$ cat src/design/bpc_pkg.sv
// Package with the word types, click codes and register map of the button press classifier.
package bpc_pkg;

	localparam int TIME_BITS_DEF = 32;
	localparam int APB_ADDR_BITS = 4;
	localparam int APB_DATA_BITS = 32;

	// Click classification codes.
	localparam logic [1:0] KIND_NONE  = 2'd0;
	localparam logic [1:0] KIND_SHORT = 2'd1;
	localparam logic [1:0] KIND_LONG  = 2'd2;

	// Register indexes (byte address is four times the index).
	localparam logic [1:0] REG_IDLE_LEVEL     = 2'd0;
	localparam logic [1:0] REG_DEBOUNCE_DELAY = 2'd1;
	localparam logic [1:0] REG_LONG_PRESS_MS  = 2'd2;

	localparam logic [15:0] HOLD_MAX          = 16'hFFFF;
	localparam logic [15:0] LONG_PRESS_RESET  = 16'd1000;

	typedef struct packed {
		logic [31:0] now_ms;
		logic        button_level;
		logic        restart_hold;
	} item_t;

	typedef struct packed {
		logic        press_edge;
		logic [1:0]  click_kind;
		logic [15:0] hold_ms;
		logic        long_pulse;
	} result_t;

endpackage

$ cat src/design/button_press_classifier.sv
// Top level of the button press classifier: debounce gating, press classification, APB registers.
// Path: a word accepted at the input edge is held in the input stage and then moves to the result
// register, from which it can be taken; a stall on the result port holds it in between.
// Throughput: one word per cycle while the result port is not stalled; the state registers are
// read and rewritten once per word, and that update loop sets the rate.
// Reset (arst_n low, asynchronous): pipeline empty, registers at idle_level 1,
// debounce_delay 0, long_press_ms 1000, and the press state released with zero times.
module button_press_classifier #(
	parameter int TIME_BITS = bpc_pkg::TIME_BITS_DEF
) (
	input  logic                               clk,
	input  logic                               arst_n,
	// Input word channel.
	input  logic                               item_valid,
	output logic                               item_ready,
	input  bpc_pkg::item_t                     item,
	// Result word channel.
	output logic                               result_valid,
	input  logic                               result_ready,
	output bpc_pkg::result_t                   result,
	// APB-style configuration port.
	input  logic                               psel,
	input  logic                               penable,
	input  logic                               pwrite,
	input  logic [bpc_pkg::APB_ADDR_BITS-1:0]  paddr,
	input  logic [bpc_pkg::APB_DATA_BITS-1:0]  pwdata,
	output logic [bpc_pkg::APB_DATA_BITS-1:0]  prdata,
	output logic                               pready
);
	import bpc_pkg::*;

	// Configuration registers.
	logic        idle_level_q;
	logic [15:0] debounce_delay_q;
	logic [15:0] long_press_ms_q;

	// Press state carried from word to word.
	logic                 prev_released_q;
	logic [TIME_BITS-1:0] last_sample_q;
	logic [TIME_BITS-1:0] hold_start_q;
	logic                 press_armed_q;
	logic                 long_fired_q;

	// Input register stage and result register.
	logic    valid_s1;
	item_t   item_s1;
	logic    result_valid_q;
	result_t result_q;

	// The whole pipeline moves when the result register is free or being emptied.
	logic advance;
	logic step;

	logic [1:0] reg_index;
	logic       cfg_write;

	// Combinational step signals.
	logic [TIME_BITS-1:0] now_t;
	logic [TIME_BITS-1:0] since_last;
	logic [TIME_BITS-1:0] since_hold;
	logic [TIME_BITS-1:0] hold_start_mid;
	logic [TIME_BITS-1:0] held_for;
	logic                 released;
	logic                 sample_ok;
	logic                 edge_det;
	logic [1:0]           kind;
	logic                 armed_nx;
	logic                 prev_released_nx;
	logic                 long_fired_mid;
	logic                 holding;
	logic [15:0]          hold;
	logic                 pulse;

	assign advance    = !result_valid_q || result_ready;
	assign step       = valid_s1 && advance;
	assign item_ready = !valid_s1 || advance;

	assign result_valid = result_valid_q;
	assign result       = result_q;

	// APB access: always ready, writes land on the access phase.
	assign pready    = 1'b1;
	assign reg_index = paddr[3:2];
	assign cfg_write = psel && penable && pwrite;

	always_comb begin
		unique case (reg_index)
			REG_IDLE_LEVEL:     prdata = APB_DATA_BITS'(idle_level_q);
			REG_DEBOUNCE_DELAY: prdata = APB_DATA_BITS'(debounce_delay_q);
			REG_LONG_PRESS_MS:  prdata = APB_DATA_BITS'(long_press_ms_q);
			default:            prdata = '0;
		endcase
	end

	always_ff @(posedge clk or negedge arst_n) begin
		if (!arst_n) begin
			idle_level_q     <= 1'b1;
			debounce_delay_q <= '0;
			long_press_ms_q  <= LONG_PRESS_RESET;
		end else if (cfg_write) begin
			unique case (reg_index)
				REG_IDLE_LEVEL:     idle_level_q     <= pwdata[0];
				REG_DEBOUNCE_DELAY: debounce_delay_q <= pwdata[15:0];
				REG_LONG_PRESS_MS:  long_press_ms_q  <= pwdata[15:0];
				default: ;
			endcase
		end
	end

	// The timestamp is taken modulo 2^TIME_BITS, so every difference below wraps safely.
	assign now_t      = TIME_BITS'(item_s1.now_ms);
	assign released   = (item_s1.button_level == idle_level_q);
	assign since_last = now_t - last_sample_q;
	assign since_hold = now_t - hold_start_q;
	assign sample_ok  = (since_last >= TIME_BITS'(debounce_delay_q));

	// Classification of an accepted sample. A rejected sample leaves the level state alone.
	always_comb begin
		edge_det = 1'b0;
		kind     = KIND_NONE;
		armed_nx = press_armed_q;
		if (sample_ok) begin
			if (!released && prev_released_q) begin
				edge_det = 1'b1;
				armed_nx = 1'b1;
			end else if (released && !prev_released_q && press_armed_q) begin
				armed_nx = 1'b0;
				kind     = KIND_SHORT;
			end else if (!released && !prev_released_q && press_armed_q) begin
				if (since_hold > TIME_BITS'(long_press_ms_q)) begin
					armed_nx = 1'b0;
					kind     = KIND_LONG;
				end
			end
		end
	end

	// A press edge restarts the hold timer and rearms the long pulse before the hold is read.
	assign prev_released_nx = sample_ok ? released : prev_released_q;
	assign hold_start_mid   = edge_det ? now_t : hold_start_q;
	assign long_fired_mid   = edge_det ? 1'b0 : long_fired_q;
	assign held_for         = now_t - hold_start_mid;
	assign holding          = !released && !prev_released_nx;

	always_comb begin
		hold = '0;
		if (holding) begin
			if (held_for > TIME_BITS'(HOLD_MAX)) begin
				hold = HOLD_MAX;
			end else begin
				hold = held_for[15:0];
			end
		end
	end

	assign pulse = (hold > long_press_ms_q) && !long_fired_mid;

	always_ff @(posedge clk or negedge arst_n) begin
		if (!arst_n) begin
			prev_released_q <= 1'b1;
			last_sample_q   <= '0;
			hold_start_q    <= '0;
			press_armed_q   <= 1'b0;
			long_fired_q    <= 1'b0;
		end else if (step) begin
			prev_released_q <= prev_released_nx;
			press_armed_q   <= armed_nx;
			long_fired_q    <= long_fired_mid || pulse;
			if (sample_ok) begin
				last_sample_q <= now_t;
			end
			// A restart request takes effect after the outputs of this word are formed.
			hold_start_q <= item_s1.restart_hold ? now_t : hold_start_mid;
		end
	end

	// Input register stage.
	always_ff @(posedge clk or negedge arst_n) begin
		if (!arst_n) begin
			valid_s1 <= 1'b0;
		end else if (item_ready) begin
			valid_s1 <= item_valid;
		end
	end

	always_ff @(posedge clk) begin
		if (item_valid && item_ready) begin
			item_s1 <= item;
		end
	end

	// Result register: holds a finished word while the next one waits in the input stage.
	always_ff @(posedge clk or negedge arst_n) begin
		if (!arst_n) begin
			result_valid_q <= 1'b0;
		end else if (advance) begin
			result_valid_q <= valid_s1;
		end
	end

	always_ff @(posedge clk) begin
		if (step) begin
			result_q.press_edge <= edge_det;
			result_q.click_kind <= kind;
			result_q.hold_ms    <= hold;
			result_q.long_pulse <= pulse;
		end
	end

endmodule

$ cat config.mk
export PLATFORM = sky130hd
export DESIGN_NAME = button_press_classifier
export DESIGN_NICKNAME = d
export VERILOG_FILES = /design/src/design/bpc_pkg.sv /design/src/design/button_press_classifier.sv
export SDC_FILE = /design/constraint.sdc
export NUM_CORES = 1
export LEC_CHECK = 0
export ABC_AREA = 1
export BUFFER_PORTS_ARGS = -buffer_cell sky130_fd_sc_hd__buf_2
export CAP_MARGIN = 5
export CORE_MARGIN = 2
export CORE_UTILIZATION = 36
export DETAILED_ROUTE_END_ITERATION = 12
export HOLD_SLACK_MARGIN = 0.06
export PLACE_DENSITY = 0.6
export SLEW_MARGIN = 20
export SYNTH_ARGS = -nofsm -noshare
export SYNTH_HDL_FRONTEND = slang
export SYNTH_SLANG_ARGS = --single-unit
$ cat constraint.sdc
create_clock -name clk -period 8.3 [get_ports clk]
set_input_delay 0.415 -clock clk [delete_from_list [all_inputs] [get_ports clk]]
set_output_delay 0.415 -clock clk [all_outputs]
set_load 0.02 [all_outputs]
-- After elaboration in Yosys (flattened, before gate mapping)
Index checks and enable logic that the tools add are counted.
- register bits: 156
- input bits: 77
- output and inout port bits: 55
- logic and storage cells: 76
- $add $sub $neg: 3
- bitwise operators: 2
- reductions and logical operators: 30
- magnitude comparators: 4
- equality and inequality tests: 3
- muxes and demuxes: 16
- operators by type and width (cell ; count):
    $sub A32 B32 Y32 ; 3
    $mux W32 ; 2
    $pmux W16 S3 ; 1
    $ge A32 B16 Y1 ; 1
    $gt A32 B16 Y1 ; 1
    $gt A32 B16 Y1 const B ; 1
    $mux W16 ; 2
    $gt A16 B16 Y1 ; 1
    $logic_and A1 B1 Y1 ; 11
    $mux W1 ; 10
    $reduce_and A2 Y1 ; 4
    $logic_not A1 Y1 ; 6
    $reduce_bool A3 Y1 ; 2
    $reduce_and A4 Y1 ; 1
    $reduce_or A4 Y1 ; 1
    $logic_or A1 B1 Y1 ; 3
    $eq A2 B1 Y1 const B ; 1
    $eq A2 B2 Y1 const B ; 1
    $logic_not A2 Y1 ; 1
    $mux W2 ; 1
    $not A1 Y1 ; 2
    $reduce_or A2 Y1 ; 1
    $eq A1 B1 Y1 ; 1

-- Longest topological paths before layout
Gate-level depths: netlist (run 1).
- word-level depth: 13
- gate-level depth with buffers: 56
- mapped depth without buffers: 52

-- Least setup slack after synthesis (run 1)
No wires, ideal clock.
- path kind: flip-flop to flip-flop
- from: register item_s1, in the netlist now_t[2]
- to: register result_q, in the netlist result[0], data pin
- data required time: 8033 ps
- library setup time: 267 ps
- buffers on the path: 5
- cell stages (with the launch flop): 53
- period minus slack after synthesis: 6634 ps
- data arrival time: 6368 ps
- setup slack: 1666 ps
- cells stage by stage: edfxtp_1 > ha_1 > nand2_1 > nand2_1 > inv_2 > nand2_2 > nand2_1 > nand2_2 > nand2_1 > nand2_1 > xor2_1 > ha_1 > a21oi_1 > nor2_1 > a211oi_1 > nand3_1 > nor2_1 > nand3_1 > [... 17 more ...] > nand3_1 > nand2_1 > nand2_1 > inv_1 > nand2_1 > nor2_4 > buf_6 > nand3_1 > nand2_1 > inv_1 > ha_1 > nand2_1 > inv_1 > a221oi_1 > o221ai_1 > nand3_1 > a32o_1 > a21oi_1
- cells in the longest elaborated chain, start to end: 10
- elaborated cells between the ends (all ways): 15
- classes of those cells: 2 x add/sub; 3 x order compare; 6 x mux; 4 x reduce/logical
- ends and longest elaborated chain (element ; RTL line ; RTL):
    start, declared ; button_press_classifier.sv:46 ; item_t item_s1;
    start signal, assigned ; button_press_classifier.sv:188 ; item_s1 <= item;
    $sub A32 B32 Y32 ; button_press_classifier.sv:113 ; assign since_last = now_t - last_sample_q;
    $ge A32 B16 Y1 ; button_press_classifier.sv:115 ; assign sample_ok = (since_last >= TIME_BITS'(debounce_delay_q));
    $mux W1 ; button_press_classifier.sv:122 ; if (sample_ok) begin
    $mux W32 ; button_press_classifier.sv:140 ; assign hold_start_mid = edge_det ? now_t : hold_start_q;
    $sub A32 B32 Y32 ; button_press_classifier.sv:142 ; assign held_for = now_t - hold_start_mid;
    $gt A32 B16 Y1 ; button_press_classifier.sv:148 ; if (held_for > TIME_BITS'(HOLD_MAX)) begin
    $mux W16 ; button_press_classifier.sv:148 ;
    $mux W16 (*) ; button_press_classifier.sv:147 ; if (holding) begin
    via hold[3] ; button_press_classifier.sv:71 ; logic [15:0] hold;
    $gt A16 B16 Y1 (*) ; button_press_classifier.sv:156 ; assign pulse = (hold > long_press_ms_q) && !long_fired_mid;
    $logic_and A1 B1 Y1 (*) ; button_press_classifier.sv:156 ;
    via pulse ; button_press_classifier.sv:72 ; logic pulse;
    end, declared ; button_press_classifier.sv:48 ; result_t result_q;
The timed path passes the listed nets; every way through them passes the cells marked *.
A chain may end at the register's enable or synchronous reset.

-- Worst setup path after layout (run 1)
Ends and elaborated chain as after synthesis.

==> qor.yml, run 1 <==
diodes: 0
grt-busiest-layer: "met2"
final_cell_mix: "nand2_1 (615), inv_1 (353), nor2_1 (139)"
leakagePower_nw: 8.236
hold-path-endpoint: "now_t[7]$_DFFE_PP_"
cts_buffers: 17
arrival_ps: 7800
power_density_nw_per_um2: 308.2
syn_inst: 2024
drcViolationCount: 0
timing.fmax_ghz: 0.1314
async_reset_ff_frac: 0.6538
fin_setup_tns_ps: 0
areaGrowthSynthToFinish_pct: 12.55
slew_viol_final: 0
die_w_um: 199.2
hold_path_depth: 1
synth_cell_type_count: 53
drive_gt1_frac: 0.09477
crit_path_end_kind: "register"
place_congestion: 0.9274
grt_usage: 0.2011
synthFlopType: "dfrtp_1"
num_rows: 71
yosysWarnings: 0
max_stage_delay_ps: 510
r2r_slack_ps: 690
place_area_um2: 14760
ys_ff_latch: 156
timing.rr.start: "now_t[2]$_DFFE_PP_"
final_nets: 2340
clk_pin_slew_ps: 70
die_y_um: 199.2
crit_slowest_cell: "edfxtp_1"
antenna_found_initial: 0
io_pins: 132
vias_per_cell: 4.836
rr_worst_depth: 48
final_area_um2: 15440
critPathKind: "register to register"
grt_pass1_wl_um: 61890
synth_area_um2: 13720
num-fill-cells: 3935
skew_ps: 16.10
instances_no_fill: 2653
setup-violations-final: 0
place_inst: 2614
core-area_um2: 37580
ir_worst_vdd_uv: 179.5
drtIter0Drc: 868
vias: 12830
grt-ovfl-total: 0
worst_pin_slew_ps: 975.0
crit_path_start_kind: "register"
ant_nets: 0
rsz0062_at_grt: "no"
clk_path_buf_depth: 2
dieArea_um2: 39680
fin_crit_sh: 0.9170
routed_wl_um: 39180
crit_path_frequent_cell: "nand2_1"
clock-sinks: 156
cts_tree: "yes"
hpwl_um: 32070
cts_root_buffer: "clkbuf_16"
grt_pass1_vias: 11650
cp.required_ps: 8490
maxCapViolations: 0
start_util: 0.3651
mostFrequentLayoutCell: "nand2_1"
wire_per_inst_um: 14.77
use_met1: 0.2804
hold_violations: 0
fin_util: 0.4109
use_met2: 0.3297
synth_area_per_cell_um2: 6.778
clock_latency_ps: 450
drt_pass1_iterations: 6
worst_slew_margin_rel: 0.3440
worstHoldPathType: "input port to register"
outcome: "completed"
r2r-end: "result[0]$_DFFE_PP_"
worstPathMaxFanout: 32
port_buffers: 96
htree_num_levels: 4
synth_edf_count: 54
grt_max_degree: 65
layout_min_cycle_time_ps: 7611
met3_usage: 0.02363
min_from: "item[9]"
synth_seq_area_share: 0.3050
==> cell families (layout without fill, tap and decap cells) <==
| family | after synthesis | count (layout) | share of synthesized area |
|---|---|---|---|
| compound gates | 321 | 321 | 0.1294 |
| xor+xnor | 60 | 60 | 0.03831 |
| fa+ha+maj | 134 | 134 | 0.1239 |
| buf+inv | 417 | 520 | 0.1216 |
| flops | 156 | 156 | 0.3050 |
| mux | 1 | 1 | 0.0008208 |
| other cells | 2 | 17 | 0.0005474 |
| simple gates | 933 | 933 | 0.2805 |
==> worst max-delay path, delay by kind of cell, from the launching register on <==
kind	cells	cell delay, ps
flops	1	510
fa+ha+maj	4	1380
xor+xnor	1	240
simple gates	25	2430
compound gates	10	1970
buf+inv	8	780
==> state kept, by name (all words and copies together) (netlist names) <==
register,cells
valid_s1,1
press_armed_q,1
prev_released_q,1
idle_level_q,1
item_s1,2
long_press_ms_q,16
now_t,32
result_valid,1
debounce_delay_q,16
last_sample_q,32
result,20
long_fired_q,1
hold_start_q,32
==> synthesized netlist by cell type (18+ instances only) <==
master / instances / share of area
nand2_1: 615 / 0.17
inv_1: 353 / 0.097
nor2_1: 140 / 0.038
o21ai_0: 135 / 0.049
ha_1: 131 / 0.12
a21oi_1: 124 / 0.045
nand3_1: 97 / 0.035
dfrtp_1: 94 / 0.17
edfxtp_1: 54 / 0.12
xnor2_1: 31 / 0.020
xor2_1: 29 / 0.019
clkbuf_1: 25 / 0.0068
nand4_1: 21 / 0.0096
nor3_1: 18 / 0.0066
==> routing by layer <==
metal | share of wire | vias up
li1 | - | 6664
met1 | 0.49 | 5841
met2 | 0.45 | 289
met3 | 0.047 | 36
met4 | 0.019 | 0
met5 | 0 | -
==> worst max path at each step <==
| stage | startpoint | endpoint | slack (ps) |
|---|---|---|---|
| after floorplan | now_t[2]$_DFFE_PP_ | result[0]$_DFFE_PP_ | 1670 |
| after global placement | now_t[1]$_DFFE_PP_ | result[0]$_DFFE_PP_ | 710 |
| after detailed placement | now_t[1]$_DFFE_PP_ | result[0]$_DFFE_PP_ | 580 |
| after CTS | now_t[1]$_DFFE_PP_ | result[0]$_DFFE_PP_ | 520 |
| after global routing | now_t[1]$_DFFE_PP_ | result[0]$_DFFE_PP_ | 30 |
| final | now_t[2]$_DFFE_PP_ | result[0]$_DFFE_PP_ | 690 |
==> final cells by class <==
cell class	instances	area, um^2	share of cell area
Timing Repair Buffer	120	690.7	0.04473
Inverter	368	1381	0.08946
Tap cell	511	639.4	0.04141
Clock buffer	19	464.2	0.03006
Multi-Input combinational cell	1466	7941	0.5143
Sequential cell	156	4184	0.2710
Clock inverter	13	138.9	0.008995
==> repair_timing <==
item | 4_1_cts | 5_1_grt
buffers inserted | 0 | 6
hold buffers | 1 | 0
endpoints found under the hold margin | 47 | 0
endpoints found under the setup margin | 0 | 2
gates resized for setup | 0 | 0
==> stage by stage <==
stage	power (mW)	worst slack (ps)	hold slack (ps)
after global routing	5.250	27.14	125.0
after global placement	3.870	714.8	470.4
after CTS	4.761	518.4	127.1
after floorplan	3.238	1666	119.4
final	4.759	688.9	146.1
after detailed placement	3.932	581.6	479.5
==> where the power goes <==
group          leakage (nW)  switching (mW)  total, mW  internal (mW)
logic                  6.21            1.86       2.88           1.02
clock network         0.302           0.378      0.807          0.429
registers              1.72          0.0816       1.07          0.990
No activity file was read; power rests on OpenSTA's default activity.
==> inputs of run 2 (changes only) <==
--- a/config.mk
+++ b/config.mk
@@ -12,7 +12,7 @@
 export CORE_UTILIZATION = 36
 export DETAILED_ROUTE_END_ITERATION = 12
 export HOLD_SLACK_MARGIN = 0.06
-export PLACE_DENSITY = 0.6
+export PLACE_DENSITY = 0.62
 export SLEW_MARGIN = 20
 export SYNTH_ARGS = -nofsm -noshare
 export SYNTH_HDL_FRONTEND = slang
==> constraint.sdc (replaced) <==
create_clock -name clk -period 6.88 [get_ports clk]
set_input_delay 0.344 -clock clk [delete_from_list [all_inputs] [get_ports clk]]
set_output_delay 0.344 -clock clk [all_outputs]
set_load 0.02 [all_outputs]
==> qor.yml, run 2 (synthesized netlist as in run 1, its figures left out) <==
timing.fmax_ghz: 0.1460  # was 0.1314 GHz
wire_per_inst_um: 14.85  # was 14.77 um
critPathKind: "register to register"  # unchanged
die_y_um: 199.2  # unchanged
crit_slowest_cell: "edfxtp_1"  # unchanged
clock_latency_ps: 450  # about the same
num_rows: 71  # unchanged
grt_pass1_vias: 12590  # was 11650
htree_num_levels: 4  # unchanged
fin_setup_tns_ps: 0  # unchanged
final_nets: 2502  # was 2340
port_buffers: 96  # unchanged
r2r_slack_ps: 30  # was 690 ps
die_w_um: 199.2  # unchanged
hold_path_depth: 1  # unchanged
crit_path_start_kind: "register"  # unchanged
rr_worst_depth: 44  # was 48
final_cell_mix: "nand2_1 (548), inv_1 (332), buf_4 (159)"  # was nand2_1 (615), inv_1 (353), nor2_1 (139)
cts_tree: "yes"  # unchanged
cts_root_buffer: "clkbuf_16"  # unchanged
diodes: 0  # unchanged
antenna_found_initial: 0  # unchanged
layout_min_cycle_time_ps: 6848  # was 7611 ps
timing.rr.start: "now_t[6]$_DFFE_PP_"  # was now_t[2]$_DFFE_PP_
clock-sinks: 156  # unchanged
drcViolationCount: 0  # unchanged
areaGrowthSynthToFinish_pct: 29.10  # was 12.55%
leakagePower_nw: 9.129  # was 8.236 nW
r2r-end: "result[0]$_DFFE_PP_"  # unchanged
clk_path_buf_depth: 2  # unchanged
drt_pass1_iterations: 5  # was 6
fin_util: 0.4713  # was 0.4109
clk_pin_slew_ps: 80  # was 70 ps
core-area_um2: 37580  # unchanged
grt_usage: 0.2054  # was 0.2011
place_congestion: 0.9508  # was 0.9274
worst_slew_margin_rel: 0.2774  # was 0.3440
place_inst: 2718  # was 2614
min_from: "item[30]"  # was item[9]
hpwl_um: 32420  # was 32070 um
place_area_um2: 15560  # was 14760 um^2
vias: 13770  # was 12830
routed_wl_um: 41790  # was 39180 um
maxCapViolations: 0  # unchanged
pre_cts_slack_ps: -168.8  # was 581.6 ps
ant_nets: 0  # unchanged
worstPathMaxFanout: 6  # was 32
grt-ovfl-total: 0  # unchanged
power_density_nw_per_um2: 375.6  # was 308.2 nW/um^2
outcome: "completed"  # unchanged
max_stage_delay_ps: 450  # was 510 ps
vias_per_cell: 4.891  # was 4.836
grt_max_degree: 67  # was 65
fin_crit_sh: 0.9954  # was 0.9170
hold-path-endpoint: "now_t[28]$_DFFE_PP_"  # was now_t[7]$_DFFE_PP_
start_util: 0.3651  # unchanged
hold_violations: 0  # unchanged
rsz0062_at_grt: "yes"  # was no
arrival_ps: 7060  # was 7800 ps
ir_worst_vdd_uv: 250.3  # was 179.5 uV
worstHoldPathType: "input port to register"  # unchanged
finalWorstSetupSlack_ps: 31.52  # was 688.9 ps
mostFrequentLayoutCell: "nand2_1"  # unchanged
final_area_um2: 17710  # was 15440 um^2
instances_no_fill: 2815  # was 2653
drive_gt1_frac: 0.2439  # was 0.09477
grt_pass1_wl_um: 63910  # was 61890 um
skew_ps: 19.26  # was 16.10 ps
dieArea_um2: 39680  # unchanged
cp.required_ps: 7090  # was 8490 ps
setup-violations-final: 0  # unchanged
drtIter0Drc: 915  # was 868
slew_viol_final: 0  # unchanged
critPathLaunch: "now_t[6]$_DFFE_PP_"  # was now_t[2]$_DFFE_PP_
io_pins: 132  # unchanged
worst_pin_slew_ps: 1080  # was 975.0 ps
crit_path_end_kind: "register"  # unchanged
cts_buffers: 17  # unchanged
[run 2: changes by cell type in the layout (fill, tap and decap cells not counted), sizes merged]
cell         delta
buf           +145
dlygate4sd3    +14
clkbuf          +2
clkinv          +1
clkinvlp        +1
inv             -1
[run 2: worst max-delay path by stage]
stage,end,cells past startpoint
2_1_floorplan,result[0]$_DFFE_PP_,52
3_3_place_gp,result[0]$_DFFE_PP_,48
3_5_place_dp,result[0]$_DFFE_PP_,43
4_1_cts,result[0]$_DFFE_PP_,46
5_1_grt,result[0]$_DFFE_PP_,48
6_report,result[0]$_DFFE_PP_,44
[run 2: what timing repair did]
item / 4_1_cts / 5_1_grt
gates resized for setup: 7 / 257
buffers inserted: 0 / 45
hold buffers: 15 / 0
endpoints found under the setup margin: 2 / 2
hold endpoints to repair: 42 / 0
pin swaps: 1 / 78
gates cloned: 0 / 5
[run 2: layout make-up]
| cell class | count | area, um^2 |
|---|---|---|
| Timing Repair Buffer | 282 | 2028 |
| Sequential cell | 156 | 4184 |
| Fill cell | 3697 | 19870 |
| Tap cell | 511 | 639.4 |
| Clock inverter | 14 | 143.9 |
| Inverter | 368 | 1381 |
| Clock buffer | 18 | 439.2 |
| Multi-Input combinational cell | 1466 | 8894 |
[run 2: worst max-delay path: cells and delay by family (launching register included)]
family	cells	cell delay (ps)
flops	1	450
buf+inv	9	940
compound gates	12	1860
xor+xnor	1	200
fa+ha+maj	4	1250
simple gates	18	1890
[run 2: metrics by stage]
stage               hold slack (ps)  power [mW]
finish                        77.20       6.651
global route                  64.37       7.248
CTS                           61.29       6.023
detailed placement            347.7       5.025
global placement              344.6       4.932
floorplan                     48.41       3.906
[run 2: routing by layer]
metal	up-vias	global-route usage	share of wire	routed length, um
met3	48	0.02582	0.052	2156
met1	6359	0.2785	0.47	19760
met5	-	0	0	0
met2	361	0.3400	0.45	18980
met4	0	0.06357	0.021	891
li1	7000	-	-	-
[run 2: power breakdown]
part | total [mW] | internal (mW) | switching [mW]
combinational | 4.41 | 1.78 | 2.64
clock | 0.951 | 0.493 | 0.457
sequential | 1.29 | 1.19 | 0.0934
==> inputs of run 3 (changes only) <==
--- a/config.mk
+++ b/config.mk
@@ -6,13 +6,12 @@
 export NUM_CORES = 1
 export LEC_CHECK = 0
 export ABC_AREA = 1
-export BUFFER_PORTS_ARGS = -buffer_cell sky130_fd_sc_hd__buf_2
 export CAP_MARGIN = 5
-export CORE_MARGIN = 2
 export CORE_UTILIZATION = 36
 export DETAILED_ROUTE_END_ITERATION = 12
+export DONT_BUFFER_PORTS = 1
 export HOLD_SLACK_MARGIN = 0.06
-export PLACE_DENSITY = 0.62
+export PLACE_DENSITY = 0.59
 export SLEW_MARGIN = 20
 export SYNTH_ARGS = -nofsm -noshare
 export SYNTH_HDL_FRONTEND = slang
==> qor.yml, run 3 (synthesized netlist as in run 1, its figures left out) <==
outcome: "completed"  # unchanged
cts_root_buffer: "clkbuf_16"  # unchanged
ant_nets: 0  # unchanged
grt_max_degree: 103  # was 67
crit_path_start_kind: "register"  # unchanged
fin_setup_tns_ps: 0  # unchanged
clk_pin_slew_ps: 70  # was 80 ps
r2r_slack_ps: 210  # was 30 ps
leakagePower_nw: 9.144  # was 9.129 nW
ir_worst_vdd_uv: 257.6  # was 250.3 uV
setup-violations-final: 0  # unchanged
register_area_um2: 4184  # unchanged
wire_per_inst_um: 14.72  # was 14.85 um
rsz0062_at_grt: "yes"  # unchanged
routed_wl_um: 41370  # was 41790 um
grt_pass1_wl_um: 64400  # was 63910 um
worst_slew_margin_rel: 0.3603  # was 0.2774
diodes: 0  # unchanged
antenna_found_initial: 1  # was 0
cts_buffers: 17  # unchanged
worst_pin_slew_ps: 958.5  # was 1080 ps
max_stage_delay_ps: 440  # was 450 ps
final_nets: 2498  # was 2502
hold_violations: 0  # unchanged
drt_pass1_iterations: 6  # was 5
power_density_nw_per_um2: 374.0  # was 375.6 nW/um^2
skew_ps: 14.63  # was 19.26 ps
maxCapViolations: 0  # unchanged
port_buffers: 0  # was 96
start_util: 0.3651  # unchanged
place_area_um2: 15610  # was 15560 um^2
vias: 13530  # was 13770
drtIter0Drc: 854  # was 915
clock-sinks: 156  # unchanged
areaGrowthSynthToFinish_pct: 29.95  # was 29.10%
dieArea_um2: 38890  # was 39680 um^2
cts_tree: "yes"  # unchanged
crit_path_end_kind: "register"  # unchanged
clock_latency_ps: 440  # was 450 ps
crit_path_frequent_cell: "nand2_1"
vias_per_cell: 4.815  # was 4.891
fin_crit_sh: 0.9698  # was 0.9954
critPathKind: "register to register"  # unchanged
worstHoldPathType: "input port to register"  # unchanged
final_area_um2: 17830  # was 17710 um^2
clk_path_buf_depth: 2  # unchanged
die_y_um: 197.2  # was 199.2 um
worstPathMaxFanout: 13  # was 6
timing.fmax_ghz: 0.1499  # was 0.1460 GHz
multi_input_area_um2: 8676  # was 8894 um^2
crit_slowest_cell: "edfxtp_1"  # unchanged
place_congestion: 0.9396  # was 0.9508
final_cell_mix: "nand2_1 (575), inv_1 (336), buf_4 (213)"  # was nand2_1 (548), inv_1 (332), buf_4 (159)
layout_min_cycle_time_ps: 6672  # was 6848 ps
cp.required_ps: 7080  # was 7090 ps
die_w_um: 197.2  # was 199.2 um
grt_usage: 0.2114  # was 0.2054
drive_gt1_frac: 0.2017  # was 0.2439
mostFrequentLayoutCell: "nand2_1"  # unchanged
hpwl_um: 32730  # was 32420 um
core-area_um2: 37580  # unchanged
htree_num_levels: 4  # unchanged
slew_viol_final: 0  # unchanged
grt-ovfl-total: 0  # unchanged
grt_pass1_vias: 12440  # was 12590
num-fill-cells: 3747  # was 3697
arrival_ps: 6870  # was 7060 ps
io_pins: 132  # unchanged
drcViolationCount: 0  # unchanged
num_rows: 71  # unchanged
[run 3: cell types whose count changed in the layout (fill, tap and decap cells not counted), sizes merged]
cell / before / now
buf: 264 / 222
dlygate4sd3: 15 / 52
clkinv: 3 / 6
clkinvlp: 1 / 0
inv: 378 / 377
[run 3: layout make-up]
type,count,share of cell area
Multi-Input combinational cell,1466,0.4867
Clock buffer,17,0.02386
Clock inverter,15,0.008352
Inverter,368,0.07748
Tap cell,511,0.03586
Sequential cell,156,0.2347
Timing Repair Buffer,278,0.1331
[run 3: critical path: cells and delay by family (launching register included)]
kind                     cells  cell delay [ps]
buffers and inverters        7              820
flip-flops                   1              440
AO/OA/AOI/OAI                6             1000
adder cells (fa/ha/maj)      4             1330
AND/OR/NAND/NOR             26             2780
XOR/XNOR                     1               70
[run 3: metrics by stage]
step / util / cells / power (mW) / worst slack (ps) / hold slack (ps)
after global routing: 0.4744 / 2811 / 7.282 / -117.9 / 88.73
after floorplan: - / 2039 / 3.906 / 245.6 / 48.41
after global placement: 0.4154 / 2692 / 5.154 / -1.047 / 50.57
after CTS: 0.4473 / 2779 / 6.271 / 3.452 / 85.44
final: 0.4744 / 2811 / 6.667 / 207.6 / 97.83
after detailed placement: 0.4154 / 2692 / 5.240 / -113.7 / 50.85
[run 3: power breakdown]
group	switching (mW)	internal (mW)	total (mW)
Sequential	0.130	1.20	1.33
Clock	0.457	0.483	0.940
Combinational	2.53	1.87	4.40
[run 3: layer usage]
layer,vias up,share of wire,global-route usage,routed length (um)
met1,6192,0.48,0.2845,19720
met4,2,0.019,0.05398,767
met3,41,0.046,0.03329,1887
met5,-,0.00031,0,13
li1,6982,-,-,-
met2,317,0.46,0.3513,18980
[run 3: path summary, 6_finish.rpt]
| check | endpoint | startpoint | depth (start not counted) |
|---|---|---|---|
| setup reg to reg | result[0]$_DFFE_PP_ | now_t[6]$_DFFE_PP_ | 44 |
| setup / recovery | result[0]$_DFFE_PP_ | now_t[6]$_DFFE_PP_ | 44 |
| hold reg to reg | last_sample_q[31]$_DFFE_PN0P_ | last_sample_q[31]$_DFFE_PN0P_ | 2 |
| min in group asynchronous | last_sample_q[11]$_DFFE_PN0P_ | arst_n | 2 |
| hold / removal | result_valid$_DFFE_PN0P_ | result_ready | 3 |
| max in group asynchronous | last_sample_q[27]$_DFFE_PN0P_ | arst_n | 2 |
[run 3: repair_timing]
action,CTS,global route
setup buffers,2,28
endpoints found under the setup margin,2,2
pin swaps,3,68
hold endpoints to repair,170,0
resized for setup,12,173
cloned,0,5
hold buffers,53,0
